--- config.mk ---
export PLATFORM = sky130hd
export DESIGN_NAME = orms_sqrt
export DESIGN_NICKNAME = d
export VERILOG_FILES = /design/src/rtl/orms_pkg.sv /design/src/rtl/orms_sqrt.sv
export SDC_FILE = /design/constraint.sdc
export NUM_CORES = 1
export LEC_CHECK = 0
export BUFFER_PORTS_ARGS = -buffer_cell sky130_fd_sc_hd__buf_2
export CORE_AREA = 4 4 169 171
export CTS_CLUSTER_DIAMETER = 40
export CTS_CLUSTER_SIZE = 30
export DETAILED_ROUTE_END_ITERATION = 7
export DIE_AREA = 0 0 173 175
export PLACE_DENSITY = 0.77
export SYNTH_ARGS = -nofsm -noshare
export SYNTH_HDL_FRONTEND = slang
export SYNTH_SLANG_ARGS = --single-unit
--- constraint.sdc ---
create_clock -name clk -period 12.5 [get_ports clk]
set_clock_uncertainty 0.15 [all_clocks]
set_input_delay 2.5 -clock clk [delete_from_list [all_inputs] [get_ports clk]]
set_output_delay 2.5 -clock clk [all_outputs]
set_load 0.01 [all_outputs]
--- src/rtl/orms_pkg.sv ---
package orms_pkg;

  localparam int SAMPLE_W        = 12;
  localparam int MAX_SAMPLES_DEF = 1024;
  localparam int KEPT_W          = 11;
  localparam int CURRENT_W       = 32;
  localparam int OFFSET_W        = 19;
  localparam int CFG_IDX_W       = 3;
  localparam int CFG_DATA_W      = 32;

  localparam int SUM_W   = 25;
  localparam int SQ_W    = 37;
  localparam int NQ_W    = 52;
  localparam int VAR_W   = 54;
  localparam int DM_W    = 25;
  localparam int AD_W    = 20;
  localparam int SUMSQ_W = 52;
  localparam int RAW_W   = 58;
  localparam int MAG_W   = 59;
  localparam int PROD_W  = 80;

  localparam logic [31:0] RECIP_M    = 32'd2577609677;
  localparam int          RECIP_SH   = 44;
  localparam logic [30:0] VOLT_BIAS  = 31'd3412;
  localparam logic [CFG_DATA_W-1:0] BURDEN_RST = 32'd65536;
  localparam logic [CFG_DATA_W-1:0] TURNS_RST  = 32'd65536;
  localparam logic [CFG_DATA_W-1:0] GAIN_RST   = 32'd65536;

  typedef enum logic [CFG_IDX_W-1:0] {
    REG_OFFSET_VOLTAGE    = 3'd0,
    REG_BURDEN_RESISTANCE = 3'd1,
    REG_TURNS_RATIO       = 3'd2,
    REG_CORRECTION_GAIN   = 3'd3,
    REG_CORRECTION_OFFSET = 3'd4
  } cfg_reg_t;

  typedef struct packed {
    logic busy;
    logic done;
  } unit_stat_t;

endpackage

--- src/rtl/orms_sqrt.sv ---
module orms_sqrt (
  input  logic                 clk,
  input  logic                 rst,
  input  logic                 start,
  input  logic [63:0]          radicand,
  output orms_pkg::unit_stat_t stat,
  output logic [31:0]          root
);

  logic [63:0] v;
  logic [63:0] r;
  logic [63:0] bitw;
  logic [63:0] trial;

  assign trial = r + bitw;
  assign root  = r[31:0];

  always_ff @(posedge clk) begin
    if (rst) begin
      stat <= '0;
    end else begin
      stat.done <= 1'b0;
      if (start) begin
        stat.busy <= 1'b1;
      end else if (stat.busy && bitw == 64'd1) begin
        stat.busy <= 1'b0;
        stat.done <= 1'b1;
      end
    end
  end

  always_ff @(posedge clk) begin
    if (start) begin
      v    <= radicand;
      r    <= '0;
      bitw <= 64'd1 << 62;
    end else if (stat.busy) begin
      if (v >= trial) begin
        v <= v - trial;
        r <= (r >> 1) + bitw;
      end else begin
        r <= r >> 1;
      end
      bitw <= bitw >> 2;
    end
  end

endmodule

==> results of run 1 <==
-- critical path: cells and delay by family, from the launching register on --
| family | cells | cell delay (ps) |
|---|---|---|
| and+or+nand+nor | 2 | 280 |
| buffers and inverters | 1 | 760 |
| xor gates and xnor gates | 1 | 150 |
| DFF | 1 | 390 |
| AOI/OAI and AO/OA | 13 | 4020 |
| adders and majority gates | 3 | 900 |
-- stage by stage --
step	worst slack [ps]	hold WS, ps	cells	utilization (%)
floorplan	2780	328	2009	-
finish	5380	367	2351	62.4
CTS	5500	366	2351	62.4
global placement	5800	346	2319	60.1
global route	5000	404	2351	62.4
detailed placement	5540	355	2319	60.1
-- area by class of cell --
cell class / count / share of cell area, %
well taps: 341 / 2.55
inverters: 53 / 1.19
multi-input cells: 1653 / 66.0
flip-flops and latches: 162 / 23.2
clock inverters: 15 / 1.10
clock buffers: 17 / 2.54
repair buffers: 110 / 3.47
-- registers in the layout (all words and copies together), names as in the netlist --
register and cells:
r 64, stat 2, v 64, bitw 32
-- path summary, 6_finish.rpt --
kind | to | cells after the start | start | slack [ps]
max reg2reg | v[11] | 20 | bitw[0] | 5380
min | r[0] | 2 | r[0] | 370
max | v[11] | 20 | bitw[0] | 5380
min reg2reg | r[0] | 2 | r[0] | 370
-- synthesized netlist by cell type, types with 6 or more instances --
| master | n | area share [%] |
|---|---|---|
| a21o_1 | 42 | 2.0 |
| o21ai_1 | 10 | 0.32 |
| or2_2 | 6 | 0.24 |
| nor2b_1 | 8 | 0.32 |
| a2111oi_0 | 6 | 0.33 |
| a211oi_1 | 50 | 2.4 |
| and2_1 | 14 | 0.55 |
| nor3b_1 | 8 | 0.38 |
| o21a_1 | 12 | 0.57 |
| edfxtp_1 | 64 | 12 |
| xor2_1 | 74 | 4.1 |
| o311a_1 | 7 | 0.44 |
| a31o_2 | 20 | 1.1 |
| a21boi_0 | 12 | 0.57 |
| a41oi_1 | 6 | 0.33 |
| inv_1 | 53 | 1.3 |
| nor3_1 | 61 | 1.9 |
| nand3_1 | 42 | 1.3 |
| buf_2 | 14 | 0.44 |
| nand2b_1 | 16 | 0.63 |
| and4_1 | 10 | 0.55 |
| buf_4 | 35 | 1.7 |
| mux2_2 | 6 | 0.43 |
| a311oi_1 | 16 | 0.88 |
| and3_1 | 17 | 0.67 |
| buf_1 | 11 | 0.26 |
| a21oi_1 | 123 | 3.9 |
| a31oi_1 | 51 | 2.0 |
| o31ai_1 | 19 | 0.90 |
| o21bai_1 | 28 | 1.3 |
| a221oi_1 | 13 | 0.72 |
| o41ai_1 | 6 | 0.33 |
| o211ai_1 | 18 | 0.85 |
| nand2_1 | 219 | 5.2 |
| nor4_1 | 17 | 0.67 |
| o21ai_0 | 150 | 4.7 |
| nor2_1 | 171 | 4.1 |
| o221ai_1 | 7 | 0.39 |
| xnor2_1 | 70 | 3.9 |
| or3_1 | 15 | 0.59 |
| nand4_1 | 51 | 2.0 |
| dfxtp_1 | 98 | 12 |
| clkbuf_1 | 75 | 1.8 |
| mux2i_1 | 43 | 2.7 |
| ha_1 | 130 | 10 |
-- per-layer routing --
| metal | part of all wire, % | vias up | GRT usage (%) | routed length, microns |
|---|---|---|---|---|
| met5 | 0 | - | 0 | 0 |
| met4 | 2.7 | 0 | 9.28 | 1280 |
| met3 | 8.9 | 85 | 4.93 | 4200 |
| met2 | 43 | 769 | 45.1 | 20100 |
| met1 | 45 | 7285 | 43.4 | 21300 |
| li1 | - | 7499 | - | - |
-- kinds of logic (layout without fill, tap and decap cells) --
| kind of cell | Yosys count | count (layout) | share of synthesized area (%) |
|---|---|---|---|
| xor gates and xnor gates | 144 | 144 | 7.96 |
| AOI/OAI and AO/OA | 656 | 656 | 28.2 |
| and+or+nand+nor | 673 | 673 | 20.1 |
| buffers and inverters | 194 | 195 | 5.74 |
| adders and majority gates | 131 | 131 | 10.4 |
| muxes | 49 | 49 | 3.14 |
| DFF | 162 | 162 | 24.5 |
-- power groups by stage --
stage          combinational [uW]  sequential (uW)  clock (uW)
6_report                     1730              819         561
3_3_place_gp                 1650              820           0
2_1_floorplan                1360              772           0
5_1_grt                      1910              830         583
3_5_place_dp                 1690              824           0
4_1_cts                      1700              813         561
==> summary.txt, run 1 <==
Outcome
  – Status: completed

Placement
  – Port bufs: 100
  – Detailed placement HPWL: 34900 microns
  – Area after DPL: 0.0162 sq mm
  – Gpl congestion: 0.977

Detailed routing
  – Drt first pass iters: 6
  – Vias: 15638
  – Vias per cell: 6.65
  – WL/cell: 20.0 microns
  – Iteration-0 DRC Markers: 1793
  – DRC: 0
  – Final ANT Viol Nets: 0
  – Routed wire length: 46900 microns

Global route
  – Grt total ovfl: 0
  – Largest net degree at the start of global routing: 95
  – Initial antenna violation count: 0
  – GR Util All Layers: 29.8%
  – Vias in the first global route: 14264
  – First-pass GRT wire length: 74700 microns

Worst setup path
  – Critical-path top delay cell: buf_4
  – Setup crit end kind: flip-flop
  – Startpoint Class: flip-flop
  – Max FO, Critical Path: 64
  – Critical path data arrival time: 7040 ps
  – Cell-by-cell trace of the critical path: ha_1 -> ha_1 -> a21oi_1 -> o21ai_0 -> a211oi_1 -> o31a_1 -> o21bai_2 -> a21oi_1 -> o311a_1 -> o31ai_1 -> xnor2_1 -> ha_1 -> nand2_1 -> o21bai_1 -> a21oi_1 -> o311ai_0 -> a21o_1 -> nand2_2 -> o21ai_4 -> buf_4
  – Required @ worst endpoint: 12420 ps
  – CP peak stage delay: 760 ps
  – Setup Crit Path Kind: reg2reg

Cells and area
  – Most common cell after layout, fill and taps aside: nand2_1
  – Filler Cells Inserted: 2422
  – Synth-to-Final Area Change: 5.83%
  – Register area: 0.00389 sq mm
  – Nets: 2195
  – Multi-input logic area: 0.0111 sq mm
  – Final Cell Area: 0.0168 sq mm
  – Layout cells sized above 1: 10.3%
  – Most frequent cells in the layout: nand2_1, nor2_1, o21ai_0, ha_1, a21oi_1
  – Antenna diode count: 0

Worst hold path
  – Hold crit path type: reg2reg

Yosys
  – Seq/Total Area, Yosys: 24.5%
  – Post-synth EDFFs: 64
  – Mapped cell area: 0.0158 sq mm
  – Syn_area_per_cell: 7.88 sq um
  – Post-synthesis register bit count: 162
  – Syn nets: 2207
  – Ys async rst share: 0%
  – Mapped Cells: 2009
  – Ys flop type: dfxtp_1
  – Ys Warns: 0
  – Library cells used by synthesis: 92

STA
  – Period Utilization, post-route: 56.9%
  – Max_slew headroom: 31.3%
  – Setup TNS: 0 ps
  – Fin crit period: 7120 ps
  – RSZ-0062 raised after global routing: no
  – Finish-stage setup viols: 0
  – Fin. Hold Viols: 0
  – Fin. max-slew vios: 0
  – Achievable Freq: 0.141 GHz
  – Worst slew pin tran: 1030 ps

Clock tree
  – Clk root buf: clkbuf_16
  – Post-CTS Setup Inserts: 0
  – CTS Buffer Depth: 2
  – CTS tree: done
  – CTS sink cnt: 162
  – Clock slew at reported path FFs: 80 ps
  – Clock latency on the worst-skew pair: 460 ps
  – # hold bufs at CTS: 0
  – H-tree depth: 4
  – # resized after CTS: 0
  – TritonCTS buffer count: 17

Floorplan
  – IO Pins: 101
  – Core footprint: 0.0269 sq mm
  – Die Footprint: 0.0303 sq mm
  – Vert. Die Dim: 175 microns
  – Die Wd: 173 microns
  – Row Count: 60
  – Initial Util: 58.9%

Pwr
  – Sequential share of power: 26.3%
  – P_leak: 0.00655 uW
  – Pwr Total: 3110 uW
  – Logic pwr share: 55.7%
  – Switch Pwr: 1470 uW
  – Pwr/cell area: 186 mW/mm^2
  – Highest ir drop seen on vdd: 115 uV
  – Clock power frac: 18.0%
  – Pint: 1640 uW
  – Sw Ratio: 47.3%

Flow run
  – Max-cap violations: 0
Power figures use the tool's default switching activity.
==> run 2, diff against run 1 <==
==> constraint.sdc (replaced) <==
create_clock -name clk -period 6.6 [get_ports clk]
set_clock_uncertainty 0.15 [all_clocks]
set_input_delay 1.32 -clock clk [delete_from_list [all_inputs] [get_ports clk]]
set_output_delay 1.32 -clock clk [all_outputs]
set_load 0.01 [all_outputs]
==> run 2 against run 1 <==
  * Sequential cell count is the same
  * Register-to-register slack worse by 4800 ps
  * Clock power rose by 91%
  * Total power is 93% higher
  * Final cell count up 0.60%
  * Critical path depth stayed put
  * Sequential power up 88%
  * Count of clock-buffer cells in the layout increased by 1
  * Largest cell class unchanged
  * Largest power group unchanged
  * Highest routed layer unchanged
==> summary.txt, run 2 (synthesized netlist as in run 1, its figures left out) <==
STA
  – Fin. Hold Viols: 0 (unchanged)
  – Finish-stage setup viols: 0 (unchanged)
  – Fin crit period: 6000 ps (was 7120 ps)
  – Period Utilization, post-route: 91.0% (was 56.9%)
  – Max_slew headroom: 29.5% (was 31.3%)
  – Worst slew pin tran: 1040 ps (was 1030 ps)
  – Worst setup margin: 597 ps (was 5380 ps)
  – Achievable Freq: 0.167 GHz (was 0.141 GHz)
  – Setup TNS: 0 ps (unchanged)
  – Fin. max-slew vios: 0 (unchanged)
  – RSZ-0062 raised after global routing: no (unchanged)

Global route
  – GR Util All Layers: 30.2% (was 29.8%)
  – First-pass GRT wire length: 75800 microns (was 74700 microns)
  – Largest net degree at the start of global routing: 94 (was 95)
  – Initial antenna violation count: 0 (unchanged)
  – Vias in the first global route: 14540 (was 14264)
  – Grt total ovfl: 0 (unchanged)

Cells and area
  – Most frequent cells in the layout: nand2_1, nor2_1, o21ai_0, ha_1, a21oi_1 (unchanged)
  – Filler Cells Inserted: 2371 (was 2422)
  – Antenna diode count: 0 (unchanged)
  – Layout cells sized above 1: 11.0% (was 10.3%)
  – Nets: 2209 (was 2195)
  – Biggest regs: r x64, v x64, bitw x32 (unchanged)
  – Final Util: 63.0% (was 62.4%)
  – Synth-to-Final Area Change: 6.98% (was 5.83%)
  – Most common cell after layout, fill and taps aside: nand2_1 (unchanged)

Outcome
  – Status: completed (unchanged)

Pwr
  – Highest ir drop seen on vdd: 275 uV (was 115 uV)
  – Pwr/cell area: 354 mW/mm^2 (was 186 mW/mm^2)
  – P_leak: 0.00665 uW (was 0.00655 uW)

Floorplan
  – Initial Util: 58.9% (unchanged)
  – Core footprint: 0.0269 sq mm (unchanged)
  – Row Count: 60 (unchanged)
  – Die Footprint: 0.0303 sq mm (unchanged)
  – Vert. Die Dim: 175 microns (unchanged)
  – Die Wd: 173 microns (unchanged)
  – IO Pins: 101 (unchanged)

Clock tree
  – Clock slew at reported path FFs: 80 ps (about the same)
  – H-tree depth: 4 (unchanged)
  – TritonCTS buffer count: 17 (unchanged)
  – CTS sink cnt: 162 (unchanged)
  – Clk root buf: clkbuf_16 (unchanged)
  – # hold bufs at CTS: 0 (unchanged)
  – Clock latency on the worst-skew pair: 450 ps (was 460 ps)
  – CTS tree: done (unchanged)
  – CTS Buffer Depth: 2 (unchanged)

Placement
  – Detailed placement HPWL: 35900 microns (was 34900 microns)
  – Port bufs: 100 (unchanged)
  – Gpl congestion: 0.966 (was 0.977)
  – Pre-CTS setup slack: 377 ps (was 5540 ps)

Worst setup path
  – Setup crit end kind: flip-flop (unchanged)
  – Setup Crit Path Kind: reg2reg (unchanged)
  – Required @ worst endpoint: 6770 ps (was 12420 ps)
  – Critical-path top delay cell: a211oi_1 (was buf_4)
  – Cell-by-cell trace of the critical path: ha_1 -> a211oi_1 -> a211oi_2 -> a211oi_1 -> o21ai_2 -> a31oi_2 -> o31ai_4 -> a31o_2 -> a21oi_1 -> xor2_1 -> ha_1 -> nand2_1 -> o21bai_1 -> a21oi_1 -> o311ai_0 -> a21oi_2 -> nor2_4 -> buf_12 -> o21ai_0 -> a221oi_1 (was ha_1 -> ha_1 -> a21oi_1 -> o21ai_0 -> a211oi_1 -> o31a_1 -> o21bai_2 -> a21oi_1 -> o311a_1 -> o31ai_1 -> xnor2_1 -> ha_1 -> nand2_1 -> o21bai_1 -> a21oi_1 -> o311ai_0 -> a21o_1 -> nand2_2 -> o21ai_4 -> buf_4)
  – Max FO, Critical Path: 15 (was 64)
  – CP peak stage delay: 550 ps (was 760 ps)
  – R2R Setup Slk: 600 ps (was 5380 ps)
  – Startpoint Class: flip-flop (unchanged)
  – Critical path data arrival time: 6180 ps (was 7040 ps)

Flow run
  – Max-cap violations: 0 (unchanged)

Detailed routing
  – Vias: 15736 (was 15638)
  – Routed wire length: 47800 microns (was 46900 microns)
  – Final ANT Viol Nets: 0 (unchanged)
  – WL/cell: 20.2 microns (was 20.0 microns)
  – DRC: 0 (unchanged)
  – Iteration-0 DRC Markers: 1635 (was 1793)
  – Vias per cell: 6.65 (about the same)
  – Drt first pass iters: 7 (was 6)

Worst hold path
  – Hold crit path type: reg2reg (unchanged)
==> run 2: worst max-delay path, delay by kind of cell, from the launching register on <==
| kind | cells | cell delay (ps) |
|---|---|---|
| AOI/OAI and AO/OA | 14 | 3640 |
| buffers and inverters | 1 | 210 |
| DFF | 1 | 460 |
| xor gates and xnor gates | 1 | 100 |
| and+or+nand+nor | 2 | 460 |
| adders and majority gates | 2 | 840 |
==> run 2: cell type report <==
class	instances	area, sq um	area share [%]
multi-input combinational	1653	11100	65.3
sequential	162	3890	22.9
timing repair buffer	124	762	4.50
clock buffer	18	450	2.66
tap	341	427	2.52
inverter	53	199	1.17
clock inverter	14	158	0.930
==> run 2: report_power, final <==
| part | total, uW | internal, uW | switching, uW |
|---|---|---|---|
| sequential | 1540 | 1330 | 204 |
| combinational | 3400 | 1290 | 2100 |
| clock | 1070 | 564 | 506 |
| total | 6000 | 3190 | 2820 |
==> run 2: path summary, 6_finish.rpt <==
kind	endpoint	from	depth (start not counted)
hold / removal	r[0]	r[0]	2
hold reg to reg	r[0]	r[0]	2
setup reg to reg	r[22]	r[4]	20
setup / recovery	r[22]	r[4]	20
==> run 2: timing repair <==
item                                    4_1_cts  5_1_grt
buffers inserted                              0        2
endpoints found under the setup margin        0       66
gates resized for setup                       0        2
==> run 2: stage by stage <==
step	std cells	cell area, sq um	hold WS [ps]	total power, uW
2_1_floorplan	2009	15800	328	4030
6_report	2365	16900	361	6000
4_1_cts	2363	16900	365	5910
3_3_place_gp	2331	16300	343	4770
3_5_place_dp	2331	16300	354	4820
5_1_grt	2365	16900	384	6380
==> run 2: per-layer routing <==
layer	vias up	global-route usage [%]	wire length (microns)
li1	7504	-	-
met3	90	6.30	4840
met4	0	8.88	1320
met5	-	0	0
met1	7332	42.8	21200
met2	810	46.6	20500
