## config.mk

```make
export PLATFORM = sky130hd
export DESIGN_NAME = orms_div
export DESIGN_NICKNAME = d
export VERILOG_FILES = /design/src/rtl/orms_pkg.sv /design/src/rtl/orms_div.sv
export SDC_FILE = /design/constraint.sdc
export NUM_CORES = 1
export LEC_CHECK = 0
export ABC_AREA = 0
export BUFFER_PORTS_ARGS = -buffer_cell sky130_fd_sc_hd__buf_2
export CELL_PAD_IN_SITES_DETAIL_PLACEMENT = 1
export CELL_PAD_IN_SITES_GLOBAL_PLACEMENT = 2
export CORE_MARGIN = 4
export CORE_UTILIZATION = 38
export DETAILED_ROUTE_END_ITERATION = 8
export GPL_ROUTABILITY_DRIVEN = 0
export GPL_TIMING_DRIVEN = 0
export HOLD_SLACK_MARGIN = 0.03
export PLACE_DENSITY_LB_ADDON = 0.1
export SLEW_MARGIN = 15
export SYNTH_ARGS = -nofsm -noshare
export SYNTH_HDL_FRONTEND = slang
export SYNTH_SLANG_ARGS = --single-unit
```

## constraint.sdc

```tcl
create_clock -name clk -period 7.4 [get_ports clk]
set_input_delay 1.48 -clock clk [delete_from_list [all_inputs] [get_ports clk]]
set_output_delay 1.48 -clock clk [all_outputs]
set_load 0.005 [all_outputs]
```

## src/rtl/orms_pkg.sv

```systemverilog
package orms_pkg;

  localparam int SAMPLE_W        = 12;
  localparam int MAX_SAMPLES_DEF = 1024;
  localparam int KEPT_W          = 11;
  localparam int CURRENT_W       = 32;
  localparam int OFFSET_W        = 19;
  localparam int CFG_IDX_W       = 3;
  localparam int CFG_DATA_W      = 32;

  localparam int SUM_W   = 25;
  localparam int SQ_W    = 37;
  localparam int NQ_W    = 52;
  localparam int VAR_W   = 54;
  localparam int DM_W    = 25;
  localparam int AD_W    = 20;
  localparam int SUMSQ_W = 52;
  localparam int RAW_W   = 58;
  localparam int MAG_W   = 59;
  localparam int PROD_W  = 80;

  localparam logic [31:0] RECIP_M    = 32'd2577609677;
  localparam int          RECIP_SH   = 44;
  localparam logic [30:0] VOLT_BIAS  = 31'd3412;
  localparam logic [CFG_DATA_W-1:0] BURDEN_RST = 32'd65536;
  localparam logic [CFG_DATA_W-1:0] TURNS_RST  = 32'd65536;
  localparam logic [CFG_DATA_W-1:0] GAIN_RST   = 32'd65536;

  typedef enum logic [CFG_IDX_W-1:0] {
    REG_OFFSET_VOLTAGE    = 3'd0,
    REG_BURDEN_RESISTANCE = 3'd1,
    REG_TURNS_RATIO       = 3'd2,
    REG_CORRECTION_GAIN   = 3'd3,
    REG_CORRECTION_OFFSET = 3'd4
  } cfg_reg_t;

  typedef struct packed {
    logic busy;
    logic done;
  } unit_stat_t;

endpackage

```

## src/rtl/orms_div.sv

```systemverilog
module orms_div (
  input  logic                   clk,
  input  logic                   rst,
  input  logic                   start,
  input  logic [63:0]            dividend,
  input  logic [31:0]            divisor,
  output orms_pkg::unit_stat_t   stat,
  output logic [63:0]            quotient
);

  logic [32:0] rem;
  logic [31:0] dvs;
  logic [6:0]  cnt;
  logic [32:0] rem_sh;
  logic        fits;

  assign rem_sh = {rem[31:0], quotient[63]};
  assign fits   = rem_sh >= {1'b0, dvs};

  always_ff @(posedge clk) begin
    if (rst) begin
      stat <= '0;
      cnt  <= '0;
    end else begin
      stat.done <= 1'b0;
      if (start) begin
        stat.busy <= 1'b1;
        cnt       <= 7'd64;
      end else if (stat.busy) begin
        cnt <= cnt - 7'd1;
        if (cnt == 7'd1) begin
          stat.busy <= 1'b0;
          stat.done <= 1'b1;
        end
      end
    end
  end

  always_ff @(posedge clk) begin
    if (start) begin
      quotient <= dividend;
      rem      <= '0;
      dvs      <= divisor;
    end else if (stat.busy) begin
      rem      <= fits ? rem_sh - {1'b0, dvs} : rem_sh;
      quotient <= {quotient[62:0], fits};
    end
  end

endmodule

```

==> reports/results.md, run 1 <==
| Quantity | This run | Unit |
|---|---|---|
| Outcome | completed | - |
| Setup-violating endpoint count in the final report | 0 | - |
| Area added between synthesis and finish | 23.3 | % |
| Simple-gate share of the synthesized area | 0.100 | - |
| Initial core utilization | 0.388 | - |
| IO Port Bufs | 164 | - |
| Area of all placed cells without fillers | 8980 | µm² |
| Worst ir drop on vdd | 0.000139 | V |
| Synth Area in Compound Gates | 0.141 | - |
| Congestion Overflow GR | 0 | - |
| Number of hold buffers added after CTS | 0 | - |
| Fraction of synthesized cell area in xor and xnor cells | 0.0349 | - |
| Number of unique standard cell types used by synthesis | 65 | - |
| Post-route setup TNS | 0 | ps |
| Combinational family with the most area after synthesis | compound AO/OA/AOI/OAI gates | - |
| Share of synthesized area spent on multiplexers | 0.111 | - |
| Global routing met1 resource utilization | 0.228 | - |
| Shortest period the worst path allows | 3810 | ps |
| Count of pins on the block boundary | 165 | - |
| Buffer count from post-CTS setup fixing | 0 | - |
| Most common cell in the synthesized netlist | sky130_fd_sc_hd__edfxtp_1 | - |
| Clock Pin Slew Worst Setup and Hold Paths | 60 | ps |
| Nets | 961 | - |
| Fraction of registers with async set or reset after synthesis | 0 | - |
| Top post-synthesis cells by area | sky130_fd_sc_hd__edfxtp_1 (40%), sky130_fd_sc_hd__dfxtp_1 (11%), sky130_fd_sc_hd__mux2_2 (9.7%) | - |
| Final HPWL from detailed placement | 15.1 | mm |
| Met3 usage in global routing | 0.0764 | - |
| Drt first-iter violations | 225 | - |
| Routed vias | 5632 | - |
| Worst slew margin relative to its limit | 0.428 | - |
| Detailed-route DRC error count | 0 | - |
| Maximum buffer depth of the clock tree | 2 | - |
| Drt first pass iters | 4 | - |
| Floorplan die area | 21400 | µm² |
| Clock Tree Root | sky130_fd_sc_hd__clkbuf_16 | - |
| Buffers plus inverters on the worst setup path | 4 | - |
| Post-synthesis sequential area ratio | 0.509 | - |
| Leakage dissipation | 3.86 | nW |
| Path class of the lowest-slack min-delay path | flip-flop to flip-flop | - |
| Number of CTS-inserted buffers | 17 | - |
| Clock H-tree levels | 4 | - |
| Mean area per synthesized cell | 11.3 | µm² |
| Pre-CTS setup slack | 3060 | ps |
| Clock network latency to the later pin of the worst-skew pair | 420 | ps |
| Die extent in x | 146 | µm |
| Yosys synthesis warning count | 0 | - |
| Slowest cell delay on critical path | 680 | ps |
| Library cell contributing the largest single delay on the critical path | sky130_fd_sc_hd__inv_4 | - |
| Adder-cell share of the synthesized area | 0.0612 | - |
| Synth top cells by count | sky130_fd_sc_hd__edfxtp_1 (96), sky130_fd_sc_hd__mux2_2 (63), sky130_fd_sc_hd__nor2_1 (56) | - |
| Number of global-route vias before repair | 6231 | - |
| Standard-cell rows | 50 | - |
| WL per Instance | 18.7 | µm |
| Final number of max-transition violations | 0 | - |
| Cell type with the highest aggregate area in the netlist | sky130_fd_sc_hd__edfxtp_1 | - |
| Fraction of synthesized cell area taken by the top area cell type | 0.396 | - |
| Hold violation total from the final report | 0 | - |
| Number of synthesized register bits | 137 | - |
| Number of antenna violations at the first check in global routing | 3 | - |
| Required time at the endpoint of the critical path | 7450 | ps |
| Number of vias per cell after detailed routing | 5.24 | - |
| Launching element type of the critical path | input pin | - |
| Final worst path period share | 0.515 | - |
| Final routed wirelength across all metal layers | 20.1 | mm |
| Total inserted antenna cells | 0 | - |
| Post-DRT Antenna Nets | 0 | - |
| Clock Sinks | 137 | - |
| Peak-usage layer in the global routing report | met2 | - |
| Fraction of final layout cells sized beyond drive strength 1 | 0.338 | - |
| GRT met2 Usage | 0.324 | - |
| First-pass GRT wire length | 32.6 | mm |
| Synthesized netlist cell count | 644 | - |
| Cell seen most often among critical-path stages | sky130_fd_sc_hd__clkbuf_1 | - |
| Area of the core | 18800 | µm² |
| Unrepaired setup endpoints after global routing | false | - |
| Max Clock Skew | 10.7 | ps |
| Vertical die dimension | 146 | µm |
| Dominant synthesized flop cell | sky130_fd_sc_hd__edfxtp_1 | - |
| CTS tree | done | - |
| Path type of the worst setup path | input pin to flip-flop | - |
| Instance area after placement | 8400 | µm² |
| Cell area after synthesis | 7280 | µm² |
| Worst EP arrival | 3860 | ps |
| Cell type group with the largest total delay on the critical path | buffers and inverters | - |
| Synthesized net count | 778 | - |
| GRT Overall Usage | 0.191 | - |
| Capturing element type of the critical path | flip-flop | - |
| Number of maximum-capacitance violations | 0 | - |
| Quantity of gates resized following cts | 0 | - |
| Slew @ Worst Pin | 857 | ps |
| Number of enable flip-flop cells after synthesis | 96 | - |
| Crit Path Max Fanout | 64 | - |
| Pwr dens | 239 | nW/µm² |
| Worst Setup Slack, final | 3590 | ps |
| Number of fillers in the final layout | 2083 | - |
| Cells along the critical path | buf_2 > clkbuf_1 > nor2_1 > clkbuf_1 > inv_4 | - |
| Maximum operating frequency | 0.263 | GHz |
| Pin count of the biggest net entering global routing | 65 | - |
where the power goes:
part	internal (mW)	leakage [nW]	total [mW]	switching, mW
sequential	0.898	1.29	0.932	0.0338
clock	0.479	0.281	0.853	0.375
combinational	0.164	2.28	0.361	0.198
total	1.54	3.86	2.15	0.606
path summary, 6_finish.rpt:
kind | startpoint | to | depth (start not counted) | slack (ps)
worst max-delay path | start | quotient[14] | 5 | 3590
worst min-delay path | rem[20] | rem[20] | 2 | 490
worst max register to register | quotient[63] | rem[28] | 12 | 3740
worst min register to register | rem[20] | rem[20] | 2 | 490
per-layer routing:
metal | part of all wire | routed length, µm
met2 | 0.49 | 9960
met3 | 0.075 | 1510
met4 | 0.0083 | 167
met1 | 0.42 | 8450
met5 | 0.0017 | 34
cell type report:
cell class                      instances  area, µm²  share of cell area
Tap cell                              234        293              0.0326
Inverter                               44        168              0.0187
Buffer                                 29        143              0.0159
Sequential cell                       137       3700               0.413
Timing Repair Buffer                  164        821              0.0914
Multi-Input combinational cell        434       3270               0.364
Clock inverter                         14        151              0.0169
Clock buffer                           18        429              0.0478
metrics by stage:
step           power, mW  instances   util  hold WS [ps]
6_report            2.15       1074  0.478           491
5_1_grt             2.26       1074  0.478           521
4_1_cts             2.18       1074  0.478           494
3_5_place_dp        1.31       1042  0.447           484
3_3_place_gp        1.30       1042  0.447           475
2_1_floorplan       1.17        644      -           449
cells by family (layout without fill, tap and decap cells):
kind of cell,Yosys count,after routing
muxes,73,73
AOI/OAI and AO/OA,141,141
and+or+nand+nor,156,156
xor gates and xnor gates,29,29
DFF,137,137
adders and majority gates,35,35
buffers and inverters,73,269
placed cells by master (no fill, tap or decap), types with 4 or more instances in the layout:
| master | Yosys | routed |
|---|---|---|
| sky130_fd_sc_hd__inv_6 | 0 | 6 |
| sky130_fd_sc_hd__nand2b_1 | 5 | 5 |
| sky130_fd_sc_hd__nand3_1 | 11 | 11 |
| sky130_fd_sc_hd__buf_2 | 3 | 167 |
| sky130_fd_sc_hd__o31ai_1 | 5 | 5 |
| sky130_fd_sc_hd__edfxtp_1 | 96 | 96 |
| sky130_fd_sc_hd__o21ai_0 | 20 | 20 |
| sky130_fd_sc_hd__dfxtp_1 | 41 | 41 |
| sky130_fd_sc_hd__nor3_1 | 12 | 12 |
| sky130_fd_sc_hd__clkbuf_1 | 20 | 21 |
| sky130_fd_sc_hd__a211oi_2 | 9 | 9 |
| sky130_fd_sc_hd__a31oi_1 | 8 | 8 |
| sky130_fd_sc_hd__a21o_1 | 12 | 12 |
| sky130_fd_sc_hd__xor2_1 | 10 | 10 |
| sky130_fd_sc_hd__inv_8 | 0 | 4 |
| sky130_fd_sc_hd__mux2i_1 | 10 | 10 |
| sky130_fd_sc_hd__xnor2_1 | 19 | 19 |
| sky130_fd_sc_hd__nor2b_1 | 5 | 5 |
| sky130_fd_sc_hd__inv_1 | 43 | 42 |
| sky130_fd_sc_hd__clkbuf_16 | 0 | 17 |
| sky130_fd_sc_hd__nor2_1 | 56 | 56 |
| sky130_fd_sc_hd__a211oi_1 | 18 | 18 |
| sky130_fd_sc_hd__a22o_1 | 5 | 5 |
| sky130_fd_sc_hd__nand4_1 | 4 | 4 |
| sky130_fd_sc_hd__ha_1 | 34 | 34 |
| sky130_fd_sc_hd__and3_1 | 4 | 4 |
| sky130_fd_sc_hd__a32oi_1 | 4 | 4 |
| sky130_fd_sc_hd__nand2_1 | 37 | 37 |
| sky130_fd_sc_hd__mux2_2 | 63 | 63 |
| sky130_fd_sc_hd__a21oi_1 | 32 | 32 |
| sky130_fd_sc_hd__and2_1 | 6 | 6 |
state kept, by name, indices dropped and copies added (netlist names):
| register | count |
|---|---|
| dvs | 32 |
| rem | 32 |
| quotient | 64 |
| stat | 2 |
| cnt | 7 |
worst register-to-register path, cell delays in order, from the launching register on:
cell                       delay, ps
sky130_fd_sc_hd__edfxtp_1        370
sky130_fd_sc_hd__inv_1            50
sky130_fd_sc_hd__ha_1            230
sky130_fd_sc_hd__fa_1            390
sky130_fd_sc_hd__nor2b_1         230
sky130_fd_sc_hd__o2111a_1        220
sky130_fd_sc_hd__o31ai_1         100
sky130_fd_sc_hd__o21ai_0         600
sky130_fd_sc_hd__a211oi_1        300
sky130_fd_sc_hd__o311ai_0        670
sky130_fd_sc_hd__a211oi_1        160
sky130_fd_sc_hd__a31oi_1         180
sky130_fd_sc_hd__nand2_1          70
No activity file was read; power rests on OpenSTA's default activity.
==> run 2, diff against run 1 <==
--- a/config.mk
+++ b/config.mk
@@ -10,7 +10,7 @@
 export CELL_PAD_IN_SITES_DETAIL_PLACEMENT = 1
 export CELL_PAD_IN_SITES_GLOBAL_PLACEMENT = 2
 export CORE_MARGIN = 4
-export CORE_UTILIZATION = 38
+export CORE_UTILIZATION = 35
 export DETAILED_ROUTE_END_ITERATION = 8
 export GPL_ROUTABILITY_DRIVEN = 0
 export GPL_TIMING_DRIVEN = 0
==> constraint.sdc (replaced) <==
create_clock -name clk -period 3.9 [get_ports clk]
set_input_delay 0.78 -clock clk [delete_from_list [all_inputs] [get_ports clk]]
set_output_delay 0.78 -clock clk [all_outputs]
set_load 0.005 [all_outputs]
==> reports/results.md, run 2 (synthesis gave the netlist of run 1 again) <==
| Quantity | This run | Unit | Delta |
|---|---|---|---|
| Outcome | completed | - |  |
| Congestion Overflow GR | 0 | - | unchanged |
| Clock Pin Slew Worst Setup and Hold Paths | 70 | ps | about the same |
| Required time at the endpoint of the critical path | 4210 | ps | -3240 ps |
| Register with the most flip-flops | quotient | - |  |
| First-pass GRT wire length | 33.3 | mm | +2.1% |
| Final HPWL from detailed placement | 14.9 | mm | -1.0% |
| Hold violation total from the final report | 0 | - | unchanged |
| Setup-violating endpoint count in the final report | 0 | - | unchanged |
| Leakage dissipation | 3.86 | nW | about the same |
| CTS tree | done | - |  |
| Standard-cell rows | 52 | - | +4.0% |
| Path class of the lowest-slack min-delay path | flip-flop to flip-flop | - |  |
| Pwr dens | 451 | nW/µm² | +89% |
| Clock network latency to the later pin of the worst-skew pair | 420 | ps | about the same |
| Area added between synthesis and finish | 23.9 | % |  |
| Number of antenna violations at the first check in global routing | 1 | - | -2 |
| Utilization of the core after routing | 0.443 | - | -0.0354 |
| Drt first pass iters | 4 | - | unchanged |
| P_sw | 1.15 | mW | +90% |
| Count of pins on the block boundary | 165 | - | unchanged |
| Shortest period the worst path allows | 3470 | ps |  |
| Total inserted antenna cells | 0 | - | unchanged |
| Clock Sinks | 137 | - | unchanged |
| Fraction of final layout cells sized beyond drive strength 1 | 0.338 | - | unchanged |
| Pre-CTS setup slack | 139 | ps | -2930 ps |
| Internal power consumption | 2.92 | mW | +90% |
| Number of global-route vias before repair | 6215 | - | -0.26% |
| Commonest non-fill, non-tap cells in the layout | sky130_fd_sc_hd__buf_2 (167), sky130_fd_sc_hd__edfxtp_1 (96), sky130_fd_sc_hd__mux2_2 (63) | - |  |
| IO Port Bufs | 164 | - | unchanged |
| Most common cell after layout, fill and taps aside | sky130_fd_sc_hd__buf_2 | - |  |
| Drt first-iter violations | 264 | - | +17% |
| Clock group share of total power | 0.397 | - | about the same |
| Worst Setup Slack, final | 425 | ps | -3170 ps |
| Clock Tree Root | sky130_fd_sc_hd__clkbuf_16 | - |  |
| GRT Overall Usage | 0.176 | - | -0.0142 |
| Crit Path Max Fanout | 5 | - | -92% |
| Final routed wirelength across all metal layers | 20.2 | mm | +0.45% |
| Maximum buffer depth of the clock tree | 2 | - | unchanged |
| Worst slew margin relative to its limit | 0.435 | - | +0.00670 |
| Pin count of the biggest net entering global routing | 65 | - | unchanged |
| Final worst path period share | 0.891 | - |  |
| Capturing element type of the critical path | flip-flop | - |  |
| Number of vias per cell after detailed routing | 5.08 | - | -3.2% |
| Number of hold buffers added after CTS | 0 | - | unchanged |
| Sw frac | 0.283 | - | +0.000470 |
| Slew @ Worst Pin | 847 | ps | -10.1 ps |
| Floorplan die area | 23200 | µm² | +8.1% |
| Nets | 961 | - | unchanged |
| Worst ir drop on vdd | 0.000241 | V | +74% |
| Clock H-tree levels | 4 | - | unchanged |
| Unrepaired setup endpoints after global routing | false | - |  |
| Path type of the worst setup path | flip-flop to flip-flop | - |  |
| Combinational Power Share | 0.168 | - | about the same |
| Final number of max-transition violations | 0 | - | unchanged |
| Relative contribution of sequential cells to total power | 0.435 | - | about the same |
| Hold path startpoint | rem[20] | - |  |
| Max Clock Skew | 10.1 | ps | -0.603 ps |
| Die extent in x | 152 | µm | +4.0% |
| Area of the core | 20400 | µm² | +8.5% |
| Detailed-route DRC error count | 0 | - | unchanged |
| Number of CTS-inserted buffers | 17 | - | unchanged |
| Initial core utilization | 0.357 | - | -0.0304 |
| Vertical die dimension | 152 | µm | +4.0% |
| WL per Instance | 18.2 | µm | -2.8% |
| Crit. Startpoint | quotient[63] | - |  |
| Launching element type of the critical path | flip-flop | - |  |
| Total power consumption of the routed design | 4.07 | mW | +90% |
| Maximum operating frequency | 0.288 | GHz |  |
| Worst EP arrival | 3790 | ps | -70 ps |
| Post-DRT Antenna Nets | 0 | - | unchanged |
| Number of maximum-capacitance violations | 0 | - | unchanged |
| Routed vias | 5636 | - | +0.071% |
| Start of the worst register-to-register path | quotient[63] | - |  |
| Max FFs per register | 64 | - | unchanged |
| Biggest regs | quotient (64), dvs (32), rem (32) | - |  |
[run 2: cell types whose count changed in the layout (fill, tap and decap cells not counted)]
| cell | before | now |
|---|---|---|
| sky130_fd_sc_hd__clkinv_4 | 1 | 2 |
| sky130_fd_sc_hd__inv_8 | 4 | 3 |
| sky130_fd_sc_hd__o21ai_0 | 20 | 19 |
| sky130_fd_sc_hd__o21ai_1 | 1 | 2 |
[run 2: power groups by stage]
stage	sequential [mW]	combinational (mW)	clock [mW]
2_1_floorplan	1.79	0.430	0
3_3_place_gp	1.80	0.677	0
3_5_place_dp	1.80	0.692	0
4_1_cts	1.77	0.697	1.66
5_1_grt	1.79	0.773	1.73
6_report	1.77	0.685	1.62
[run 2: final timing paths]
kind              endpoint  slack [ps]  cells after the start
hold / removal     rem[20]         490                      2
setup / recovery   rem[30]         430                     12
hold reg to reg    rem[20]         490                      2
setup reg to reg   rem[30]         430                     12
[run 2: area by class of cell]
class | count | area (µm²)
Clock inverter | 14 | 149
Buffer | 29 | 143
Sequential cell | 137 | 3700
Timing Repair Buffer | 164 | 821
Tap cell | 270 | 338
Inverter | 44 | 168
Fill cell | 2286 | 11300
Clock buffer | 18 | 429
Multi-Input combinational cell | 434 | 3270
[run 2: worst max-delay path, stage by stage, from the launching register on]
cell                       delay, ps
sky130_fd_sc_hd__edfxtp_1        440
sky130_fd_sc_hd__inv_1            90
sky130_fd_sc_hd__ha_1            180
sky130_fd_sc_hd__fa_1            190
sky130_fd_sc_hd__nor2b_1          70
sky130_fd_sc_hd__o2111a_1        240
sky130_fd_sc_hd__o31ai_1         360
sky130_fd_sc_hd__o21ai_1         270
sky130_fd_sc_hd__a211oi_1        570
sky130_fd_sc_hd__o31ai_1         230
sky130_fd_sc_hd__a311oi_1        430
sky130_fd_sc_hd__mux2i_1         240
sky130_fd_sc_hd__nand2_1          60
[run 2: what timing repair did]
action,CTS,global route
setup buffers,0,0
gates resized for setup,0,1
setup endpoints to repair,0,2
[run 2: metal layers]
metal  global-route usage  wire length [µm]  up-vias
met5                    0                 7        -
met4               0.0415               232        2
met3               0.0631              1330       19
met2                0.297              9740      126
met1                0.218              8910     2748
li1                     -                 -     2741
[run 2: stage by stage]
stage | hold slack (ps) | cells | setup TNS (ps) | cell area [µm²]
global placement | 480 | 1078 | -60560 | 8440
detailed placement | 489 | 1078 | 0 | 8440
finish | 493 | 1110 | 0 | 9020
CTS | 500 | 1110 | 0 | 9020
floorplan | 449 | 644 | 0 | 7280
global route | 503 | 1110 | 0 | 9020
==> run 3, diff against run 2 <==
--- a/config.mk
+++ b/config.mk
@@ -7,6 +7,7 @@
 export LEC_CHECK = 0
 export ABC_AREA = 0
 export BUFFER_PORTS_ARGS = -buffer_cell sky130_fd_sc_hd__buf_2
+export CAP_MARGIN = 40
 export CELL_PAD_IN_SITES_DETAIL_PLACEMENT = 1
 export CELL_PAD_IN_SITES_GLOBAL_PLACEMENT = 2
 export CORE_MARGIN = 4
@@ -16,6 +17,7 @@
 export GPL_TIMING_DRIVEN = 0
 export HOLD_SLACK_MARGIN = 0.03
 export PLACE_DENSITY_LB_ADDON = 0.1
+export RECOVER_POWER = 50
 export SLEW_MARGIN = 15
 export SYNTH_ARGS = -nofsm -noshare
 export SYNTH_HDL_FRONTEND = slang
==> reports/results.md, run 3 (synthesis gave the netlist of run 1 again) <==
| Quantity | This run | Unit | Delta |
|---|---|---|---|
| Clock Tree Root | sky130_fd_sc_hd__clkbuf_16 | - |  |
| Slew @ Worst Pin | 1170 | ps | +321 ps |
| Number of cells in the design after placement | 1078 | - | unchanged |
| Vertical die dimension | 152 | µm | unchanged |
| WL per Instance | 18.1 | µm | -0.62% |
| Most common cell after layout, fill and taps aside | sky130_fd_sc_hd__buf_2 | - |  |
| Worst slew margin relative to its limit | 0.221 | - | -0.214 |
| Setup-violating endpoint count in the final report | 0 | - | unchanged |
| IO Port Bufs | 164 | - | unchanged |
| Clock Pin Slew Worst Setup and Hold Paths | 70 | ps | about the same |
| Pwr dens | 452 | nW/µm² | about the same |
| Detailed-route DRC error count | 0 | - | unchanged |
| Floorplan die area | 23200 | µm² | unchanged |
| Required time at the endpoint of the critical path | 4220 | ps | about the same |
| Leakage dissipation | 3.73 | nW | -3.3% |
| First-pass GRT wire length | 33.3 | mm | unchanged |
| Maximum operating frequency | 0.288 | GHz | about the same |
| Nets | 963 | - | +0.21% |
| Launching element type of the critical path | flip-flop | - |  |
| Post-route setup TNS | 0 | ps | unchanged |
| Area added between synthesis and finish | 23.5 | % |  |
| Final HPWL from detailed placement | 14.9 | mm | unchanged |
| Final number of max-transition violations | 0 | - | unchanged |
| Depth of the critical timing path with buffers and inverters included | 12 | - | unchanged |
| Instance area after placement | 8440 | µm² | unchanged |
| Cell seen most often among critical-path stages | sky130_fd_sc_hd__o31ai_1 | - |  |
| Number of CTS-inserted buffers | 17 | - | unchanged |
| Congestion Overflow GR | 0 | - | unchanged |
| Final routed wirelength across all metal layers | 20.1 | mm | -0.45% |
| Total inserted antenna cells | 0 | - | unchanged |
| Number of vias per cell after detailed routing | 5.08 | - | about the same |
| GRT Overall Usage | 0.176 | - | unchanged |
| Final worst path period share | 0.890 | - | about the same |
| Buffers plus inverters on the worst setup path | 1 | - | unchanged |
| Count of pins on the block boundary | 165 | - | unchanged |
| Routed vias | 5651 | - | +0.27% |
| Post-route non-filler standard cell count | 1112 | - | +0.18% |
| Max FFs per register | 64 | - | unchanged |
| Crit Path Max Fanout | 5 | - | unchanged |
| Buffer count from post-CTS setup fixing | 0 | - | unchanged |
| Clock H-tree levels | 4 | - | unchanged |
| Cells along the critical path | inv_1 > ha_1 > fa_1 > nor2b_1 > o2111a_1 > o31ai_1 > o21ai_1 > a211oi_1 > o31ai_1 > a311oi_1 > mux2i_1 > nand2_1 | - |  |
| CTS tree | done | - |  |
| Cell type group with the largest total delay on the critical path | compound AO/OA/AOI/OAI gates | - |  |
| Clock network latency to the later pin of the worst-skew pair | 420 | ps | about the same |
| Max Clock Skew | 10.3 | ps | +0.229 ps |
| Pin count of the biggest net entering global routing | 65 | - | unchanged |
| Quantity of gates resized following cts | 0 | - | unchanged |
| Number of maximum-capacitance violations | 0 | - | unchanged |
| Slowest cell delay on critical path | 570 | ps | about the same |
| Worst ir drop on vdd | 0.000241 | V | about the same |
| Drt first-iter violations | 260 | - | -1.5% |
| Worst Hold Depth | 2 | - | unchanged |
| Outcome | completed | - |  |
| Commonest non-fill, non-tap cells in the layout | sky130_fd_sc_hd__buf_2 (117), sky130_fd_sc_hd__edfxtp_1 (96), sky130_fd_sc_hd__clkbuf_1 (72) | - |  |
| Die extent in x | 152 | µm | unchanged |
| Shortest period the worst path allows | 3470 | ps | -2.02 ps |
| Worst EP arrival | 3790 | ps | about the same |
| Fraction of final layout cells sized beyond drive strength 1 | 0.279 | - | -0.0590 |
| Biggest regs | quotient (64), dvs (32), rem (32) | - |  |
| Path class of the lowest-slack min-delay path | flip-flop to flip-flop | - |  |
| Path type of the worst setup path | flip-flop to flip-flop | - |  |
| Capturing element type of the critical path | flip-flop | - |  |
| Clock Sinks | 137 | - | unchanged |
| Register with the most flip-flops | quotient | - |  |
| Initial core utilization | 0.357 | - | unchanged |
| Number of hold buffers added after CTS | 0 | - | unchanged |
| Standard-cell rows | 52 | - | unchanged |
| Maximum buffer depth of the clock tree | 2 | - | unchanged |
| Unrepaired setup endpoints after global routing | false | - |  |
| Hold violation total from the final report | 0 | - | unchanged |
| Number of antenna violations at the first check in global routing | 1 | - | unchanged |
| Area of all placed cells without fillers | 8990 | µm² | -0.35% |
| Area of the core | 20400 | µm² | unchanged |
| Length in cells of the worst reg-to-reg path | 12 | - | unchanged |
| Library cell contributing the largest single delay on the critical path | sky130_fd_sc_hd__a211oi_1 | - |  |
| Post-DRT Antenna Nets | 0 | - | unchanged |
| Number of global-route vias before repair | 6215 | - | unchanged |
| Drt first pass iters | 4 | - | unchanged |
-- run 3: cell count changes in the layout (fill, tap and decap cells not counted) --
cell	delta
sky130_fd_sc_hd__clkbuf_1	+51
sky130_fd_sc_hd__buf_2	-50
sky130_fd_sc_hd__buf_16	+1
-- run 3: report_power, final --
part           internal [mW]  leakage, nW  switching, mW
clock network          0.905        0.279          0.709
logic                  0.302         2.16          0.375
registers               1.70         1.29         0.0669
total                   2.91         3.73           1.15
-- run 3: cell type report --
| class | instances | area [µm²] |
|---|---|---|
| fill | 2317 | 11400 |
| clock buffer | 18 | 429 |
| timing repair buffer | 166 | 790 |
| multi-input combinational | 434 | 3270 |
| tap | 270 | 338 |
| clock inverter | 14 | 149 |
| buffer | 29 | 143 |
| sequential | 137 | 3700 |
| inverter | 44 | 168 |
-- run 3: per-stage QoR --
| step | util | total power, mW | setup WS, ps | hold WS, ps |
|---|---|---|---|---|
| after detailed placement | 0.414 | 2.49 | 139 | 489 |
| final | 0.441 | 4.06 | 427 | 493 |
| after floorplan | - | 2.22 | 918 | 449 |
| after global placement | 0.414 | 2.47 | -953 | 480 |
| after global routing | 0.441 | 4.28 | 103 | 503 |
| after CTS | 0.443 | 4.13 | 204 | 500 |
-- run 3: metal layers --
metal	vias to the layer above	track usage	part of all wire	wire (µm)
li1	2750	-	-	-
met1	2751	0.218	0.44	8850
met2	126	0.297	0.48	9740
met3	22	0.0631	0.064	1290
met4	2	0.0415	0.011	229
met5	-	0	0.00060	12
-- run 3: final timing paths --
path	from	to	slack, ps
worst max register to register	quotient[63]	rem[30]	430
worst min-delay path	rem[20]	rem[20]	490
worst max-delay path	quotient[63]	rem[30]	430
worst min register to register	rem[20]	rem[20]	490
-- run 3: worst register-to-register path, stage by stage (launching register included) --
cell and delay, ps:
sky130_fd_sc_hd__edfxtp_1 440, sky130_fd_sc_hd__inv_1 90, sky130_fd_sc_hd__ha_1 180, sky130_fd_sc_hd__fa_1 190
sky130_fd_sc_hd__nor2b_1 70, sky130_fd_sc_hd__o2111a_1 240, sky130_fd_sc_hd__o31ai_1 360, sky130_fd_sc_hd__o21ai_1 270
sky130_fd_sc_hd__a211oi_1 570, sky130_fd_sc_hd__o31ai_1 230, sky130_fd_sc_hd__a311oi_1 430, sky130_fd_sc_hd__mux2i_1 240
sky130_fd_sc_hd__nand2_1 60
